`src/hdl/jrac_pkg.sv`:
```
// Shared types and constants of the job/rank address cache.
`timescale 1ns / 1ps

package jrac_pkg;

  // Operation codes carried in the kind field
  localparam logic [1:0] KIND_UPDATE = 2'd0;
  localparam logic [1:0] KIND_LOOKUP = 2'd1;
  localparam logic [1:0] KIND_CLEAR  = 2'd2;

  // Result status codes
  localparam logic [1:0] STATUS_DONE    = 2'd0;
  localparam logic [1:0] STATUS_NO_SLOT = 2'd1;
  localparam logic [1:0] STATUS_BAD_RANK = 2'd2;

  // Task id returned when nothing is stored
  localparam logic [31:0] ABSENT_ID = 32'hFFFF_FFFF;

  // Entry epoch: epoch zero never matches, so a swept entry reads as invalid
  localparam int unsigned EPOCH_W = 8;
  localparam logic [EPOCH_W-1:0] EPOCH_FIRST = EPOCH_W'(1);
  localparam logic [EPOCH_W-1:0] EPOCH_LAST  = {EPOCH_W{1'b1}};

  typedef enum logic [2:0] {
    ST_INIT_SWEEP,
    ST_IDLE,
    ST_DECODE,
    ST_ACCESS,
    ST_CLR_SWEEP,
    ST_RESP
  } state_t;

  // Controller to datapath
  typedef struct packed {
    logic load;    // capture the input transaction
    logic decode;  // match tags, claim a slot, form the address
    logic access;  // memory read or write, clear bookkeeping
    logic sweep;   // write one entry of the invalidation sweep
  } dp_cmd_t;

  // Datapath to controller
  typedef struct packed {
    logic wrap;        // clear in progress runs out of epochs
    logic sweep_last;  // sweep is at its last entry
  } dp_sts_t;

endpackage

```
`src/hdl/jrac_ctrl.sv`:
```
// Sequencing state machine of the job/rank address cache.
`timescale 1ns / 1ps

module jrac_ctrl
  import jrac_pkg::*;
(
  input  logic    clk,
  input  logic    rst,
  input  logic    req_valid,
  output logic    req_ready,
  output logic    rsp_valid,
  input  logic    rsp_ready,
  output dp_cmd_t cmd,
  input  dp_sts_t sts
);

  state_t state, state_next;

  // State register
  always_ff @(posedge clk) begin
    if (rst) begin
      state <= ST_INIT_SWEEP;
    end else begin
      state <= state_next;
    end
  end

  // Next state
  always_comb begin
    state_next = state;
    case (state)
      ST_INIT_SWEEP: begin
        if (sts.sweep_last) state_next = ST_IDLE;
      end
      ST_IDLE: begin
        if (req_valid) state_next = ST_DECODE;
      end
      ST_DECODE: begin
        state_next = ST_ACCESS;
      end
      ST_ACCESS: begin
        state_next = sts.wrap ? ST_CLR_SWEEP : ST_RESP;
      end
      ST_CLR_SWEEP: begin
        if (sts.sweep_last) state_next = ST_RESP;
      end
      ST_RESP: begin
        if (rsp_ready) state_next = ST_IDLE;
      end
      default: begin
        state_next = ST_INIT_SWEEP;
      end
    endcase
  end

  // Outputs
  always_comb begin
    cmd       = '0;
    req_ready = 1'b0;
    rsp_valid = 1'b0;
    case (state)
      ST_INIT_SWEEP: begin
        cmd.sweep = 1'b1;
      end
      ST_IDLE: begin
        req_ready = 1'b1;
        cmd.load  = req_valid;
      end
      ST_DECODE: begin
        cmd.decode = 1'b1;
      end
      ST_ACCESS: begin
        cmd.access = 1'b1;
      end
      ST_CLR_SWEEP: begin
        cmd.sweep = 1'b1;
      end
      ST_RESP: begin
        rsp_valid = 1'b1;
      end
      default: begin
        cmd = '0;
      end
    endcase
  end

endmodule

```
`config.mk`:
```
export PLATFORM = sky130hd
export DESIGN_NAME = jrac_ctrl
export DESIGN_NICKNAME = d
export VERILOG_FILES = /design/src/hdl/jrac_pkg.sv /design/src/hdl/jrac_ctrl.sv
export SDC_FILE = /design/constraint.sdc
export NUM_CORES = 1
export LEC_CHECK = 0
export ABC_CLOCK_PERIOD_IN_PS = 1720
export BUFFER_PORTS_ARGS = -buffer_cell sky130_fd_sc_hd__clkbuf_2
export CAP_MARGIN = 20
export CORE_AREA = 8 8 45 47
export DETAILED_ROUTE_END_ITERATION = 8
export DIE_AREA = 0 0 53 55
export SLEW_MARGIN = 25
export SYNTH_ARGS = -nofsm -noshare
export SYNTH_HDL_FRONTEND = slang
export SYNTH_SLANG_ARGS = --single-unit
```
`constraint.sdc`:
```
create_clock -name clk -period 1.72 [get_ports clk]
set_clock_uncertainty 0.2 [all_clocks]
set_input_delay 0.258 -clock clk [delete_from_list [all_inputs] [get_ports clk]]
set_output_delay 0.258 -clock clk [all_outputs]
set_load 0.005 [all_outputs]
```
==> results of run 1 <==
-- cell type report --
class                           count  area, sq um  share of cell area
Multi-Input combinational cell     16        113.9              0.4062
Inverter                            1        3.754             0.01339
Tap cell                           16        20.02             0.07143
Timing Repair Buffer               11        55.05              0.1964
Clock buffer                        4        26.28             0.09375
Sequential cell                     3        61.31              0.2187
-- routing by layer --
layer / track usage / vias up
met4: 0.02586 / 0
met3: 0.03209 / 0
met2: 0.07422 / 8
li1: - / 102
met1: 0.03939 / 95
met5: 0 / -
-- placed cells by master (no fill, tap or decap) --
cell type and n:
nor2_1 3, nor3b_1 1, nor4_2 1, and3b_2 1, o21ai_0 1, clkbuf_2 11
nand3b_1 1, and3_2 1, dfxtp_1 2, inv_1 1, clkbuf_1 1, clkbuf_4 3
nor3_1 2, dfxtp_2 1, a31oi_1 1, nand2_1 1, and2_4 1, a21oi_1 1
nor3b_4 1
-- metrics by stage --
| step | setup WS (ns) | cell area, sq um |
|---|---|---|
| finish | 0.1272 | 280.3 |
| global route | 0.03676 | 280.3 |
| CTS | 0.005315 | 279.0 |
| detailed placement | 0.2721 | 252.7 |
| global placement | 0.2766 | 252.7 |
| floorplan | 0.4818 | 188.9 |
-- how the worst min path moves through the flow --
stage	depth (start not counted)	start	slack [ns]	end
5_1_grt	2	rst	0.04	state[0]
4_1_cts	2	rst	0.03	state[2]
3_5_place_dp	2	rst	0.28	state[2]
6_report	2	rst	0.03	state[0]
3_3_place_gp	2	rst	0.28	state[2]
2_1_floorplan	1	rst	0.13	state[0]
-- power by group through the flow --
stage,sequential [mW],combinational [mW],clock (mW)
after global placement,0.0864,0.0451,0
after CTS,0.0855,0.0459,0.131
after floorplan,0.0806,0.0347,0
final,0.0861,0.0447,0.123
after global routing,0.0878,0.0501,0.137
after detailed placement,0.0865,0.0455,0
-- what timing repair did --
item,4_1_cts,5_1_grt
resized for setup,0,1
endpoints found under the setup margin,0,1
endpoints found under the hold margin,0,0
buffers inserted,0,0
-- kinds of logic (layout without fill, tap and decap cells) --
family	count (synthesis)	after routing
flip-flops	3	3
AND/OR/NAND/NOR	13	13
buffers and inverters	2	16
AO/OA/AOI/OAI	3	3
-- worst max-delay path, stage by stage (launching register included) --
cell	delay [ns]
dfxtp_1	0.44
inv_1	0.14
and3_2	0.21
clkbuf_2	0.11
==> results.tsv, run 1 <==
metric	value	unit
Inst Count DP	47	
final core occ	0.2025	
post-synthesis mux area share	0	
Mean Syn Cell Area	8.997	sq um
GPL Wtd Cong	0.7058	
Hold WC Path Type	primary input to register	
share of layout cells above drive strength 1	0.5714	
total power	0.2539	mW
Initial Utilization	0.1365	
global-route wire length before repair	917	microns
largest net degree at the start of global routing	11	
largest family of logic cells by synthesized area	simple AND/OR/NAND/NOR gates	
max-slew violation count	0	
Post-Synth XOR/XNOR Area	0	
FF-to-FF setup slack	0.49	ns
core region area	1384	sq um
Die W	53	microns
Yosys warning count	0	
GRT Total Usage	0.04476	
Synth Cell Area	188.9	sq um
IO buf count	11	
Syn Inst Count	21	
r2r worst-path depth	3	
Max VDD drop	0.2785	mV
wire length per cell	10.84	microns
Simple-Gate Fraction of Synth Area	0.5166	
Crit path arrival time	1.13	ns
clock sink total	3	
Routed met2 length	275	microns
met3 wire len	64	microns
hold_ws	0.02727	ns
P_int	0.1889	mW
post-synth top area cell	dfxtp_1	
Setup TNS Final	0	ns
IO Count	12	
sequential element share of the synthesized area	0.3179	
Chip Height	55	microns
fillers	161	
async set-reset flop share out of synthesis	0	
top cells by count, synth	dfxtp_1, nor2_1, nor3_1	
largest fanout on the critical path	6	
Synth top area share	0.3179	
hold buffer count at CTS	0	
met1 WL	213	microns
Slew @ Worst Pin	0.2734	ns
post-synth net total	27	
ANT nets after route	0	
top sig layer	met3	
later-pin clock latency in the skew report	0.23	ns
Final Hold Vio Count	0	
residual DRC count	0	
Worst Setup SP	state[1]	
Antenna Cells	0	
Worst-path clk slew	0.04	ns
CP Launch Type	register	
Yosys reg bits	3	
Compound-Gate Fraction of Synth Area	0.08609	
Root Buffer	clkbuf_4	
fin nets	42	
maximum clock insertion buffer count	2	
Netlist cell types	16	
initial antenna violation count	0	
crit end category	output port	
via count	205	
Critical R2R Launch	state[2]	
switching pwr	0.06500	mW
CTS tree	yes	
initial DRC count	0	
most flop-heavy register	state	
Crit Path Class	register to output port	
status	complete, no violations	
Req. time, crit path	1.26	ns
Top Registers	state: 3 flops	
maxcap violations	0	
number of global-route vias before repair	217	
die area	2915	sq um
row count	14	
vias per std cell	4.020	
Post-synth top flop	dfxtp_1	
CP endpoint	rsp_valid	
# setup viols final	0	
final non-filler cell total	51	
EDFF count, synth	0	
P&R area growth vs syn	48.34	%
unrepaired setup endpoints after global routing	no	
clock share of power	0.485	
combinational share of power	0.176	
worst flop-to-flop path endpoint	state[0]	
leakage power	0.1264	nW
Tcrit/Tclk final	0.9261	
GRT overflow	0	
routed wire length	553	microns
power density over the cells	905.8	nW/um^2
slew margin rel.	0.8175	
fmax	627.8	MHz
share of power burned in registers	0.339	
post-layout min period	1.593	ns
area share of fa/ha/maj cells after synthesis	0	
Num CTS Buffers	3	
DR pass1 iterations	1	
switching part of the total	0.2560	
number of flip-flops under the largest register name	3	
largest cells by area after synthesis	dfxtp_1, nor3b_4, nor4_2, buf_6, nor2_1	
Max H-tree Level	1	
Power figures use the tool's default switching activity.
==> run 2, diff against run 1 <==
--- a/config.mk
+++ b/config.mk
@@ -11,6 +11,7 @@
 export CORE_AREA = 8 8 45 47
 export DETAILED_ROUTE_END_ITERATION = 8
 export DIE_AREA = 0 0 53 55
+export PLACE_DENSITY = 0.39
 export SLEW_MARGIN = 25
 export SYNTH_ARGS = -nofsm -noshare
 export SYNTH_HDL_FRONTEND = slang
==> results.tsv, run 2 (synthesized netlist as in run 1, its figures left out) <==
metric	value	unit	change
Crit path arrival time	1.10	ns	-0.03 ns
Slew @ Worst Pin	0.2945	ns	+0.02109 ns
ANT nets after route	0		unchanged
initial antenna violation count	0		unchanged
via count	200		-2.4%
Final Hold Vio Count	0		unchanged
Tcrit/Tclk final	0.9066		-0.01948
Chip Height	55	microns	unchanged
slew margin rel.	0.8034		-0.01408
fmax	641.3	MHz	+2.1%
Worst-path clk slew	0.04	ns	about the same
global-route wire length before repair	959	microns	+4.6%
commonest non-fill, non-tap cells in the layout	clkbuf_2, nor2_1, clkbuf_4		
core region area	1384	sq um	unchanged
CP cell instances	nor3b_4, and2_4, clkbuf_2		
total power	0.2601	mW	+2.5%
Hold WC Path Type	primary input to register		
hpwl dp	448.3	microns	
later-pin clock latency in the skew report	0.24	ns	about the same
GPL Wtd Cong	0.6439		-8.8%
Root Buffer	clkbuf_4		
clock sink total	3		unchanged
largest fanout on the critical path	7		+1
P&R area growth vs syn	52.32	%	
Top Registers	state: 3 flops		
Num CTS Buffers	3		unchanged
GRT overflow	0		unchanged
wire length per cell	10.88	microns	+0.38%
# setup viols final	0		unchanged
DR pass1 iterations	4		+3
fin nets	43		+2.4%
unrepaired setup endpoints after global routing	no		
post-layout min period	1.559	ns	-0.03351 ns
leading cell type in the layout, fill and taps excluded	clkbuf_2		
GRT Total Usage	0.04481		+0.00004892
initial DRC count	1		+1
maxcap violations	0		unchanged
routed wire length	566	microns	+2.4%
power density over the cells	904.0	nW/um^2	-0.20%
largest net degree at the start of global routing	10		-1
number of global-route vias before repair	230		+6.0%
buffer count from post-CTS setup fixing	0		unchanged
Setup TNS Final	0	ns	unchanged
max-slew violation count	0		unchanged
leakage power	0.1317	nW	+4.2%
slowest stage delay, CP	0.38	ns	-0.06 ns
most flop-heavy register	state		
Die W	53	microns	unchanged
Req. time, crit path	1.26	ns	about the same
row count	14		unchanged
share of layout cells above drive strength 1	0.5833		+0.01190
Max VDD drop	0.2864	mV	+2.8%
number of flip-flops under the largest register name	3		unchanged
final non-filler cell total	52		+2.0%
CTS tree	yes		
IO Count	12		unchanged
Inst Count DP	48		+2.1%
Crit Path Class	register to output port		
residual DRC count	0		unchanged
CP Launch Type	register		
Slowest cell on crit path	dfxtp_1		
Initial Utilization	0.1365		unchanged
Antenna Cells	0		unchanged
maximum clock insertion buffer count	2		unchanged
vias per std cell	3.846		-4.3%
status	complete, no violations		
die area	2915	sq um	unchanged
Max H-tree Level	1		unchanged
crit end category	output port		
IO buf count	11		unchanged
## run 2: worst paths after layout
kind | from | to | slack [ns] | cells after the start
setup / recovery | state[2] | cmd[3] | 0.16 | 3
hold / removal | rst | state[1] | 0.03 | 2
setup reg to reg | state[2] | state[2] | 0.48 | 3
hold reg to reg | state[2] | state[1] | 0.41 | 1
## run 2: area by class of cell
class                   count  area, sq um
repair buffers             12        62.56
well taps                  16        20.02
fillers                   169         1096
inverters                   1        3.754
clock buffers               4        26.28
flip-flops and latches      3        61.31
multi-input cells          16        113.9
## run 2: what timing repair did
action | CTS | global route
hold buffers | 0 | 0
setup endpoints to repair | 0 | 1
resized for setup | 0 | 1
## run 2: layer usage
layer / global-route usage / part of all wire / wire, microns / up-vias
li1: - / - / - / 104
met1: 0.04711 / 0.41 / 232 / 89
met2: 0.06445 / 0.49 / 275 / 7
met3: 0.03209 / 0.10 / 58 / 0
met4: 0.02586 / 0 / 0 / 0
met5: 0 / 0 / 0 / -
## run 2: power breakdown
| group | leakage (nW) | switching (mW) | total, mW | internal, mW |
|---|---|---|---|---|
| sequential | 0.0250 | 0.00657 | 0.0820 | 0.0754 |
| clock | 0.0150 | 0.0388 | 0.126 | 0.0871 |
| combinational | 0.0917 | 0.0228 | 0.0523 | 0.0294 |
## run 2: stage by stage
step | area (sq um) | hold slack [ns] | setup WS, ns | util
CTS | 286.5 | 0.02574 | 0.09437 | 0.2071
global placement | 260.3 | 0.2828 | 0.3332 | 0.1881
detailed placement | 260.3 | 0.2784 | 0.3487 | 0.1881
floorplan | 188.9 | 0.1290 | 0.4818 | -
global route | 287.8 | 0.03498 | 0.08166 | 0.2080
finish | 287.8 | 0.02775 | 0.1607 | 0.2080
## run 2: worst max-delay path, delay by kind of cell, from the launching register on
kind                   cells  cell delay, ns
and+or+nand+nor            2            0.38
DFF                        1            0.38
buffers and inverters      1            0.11
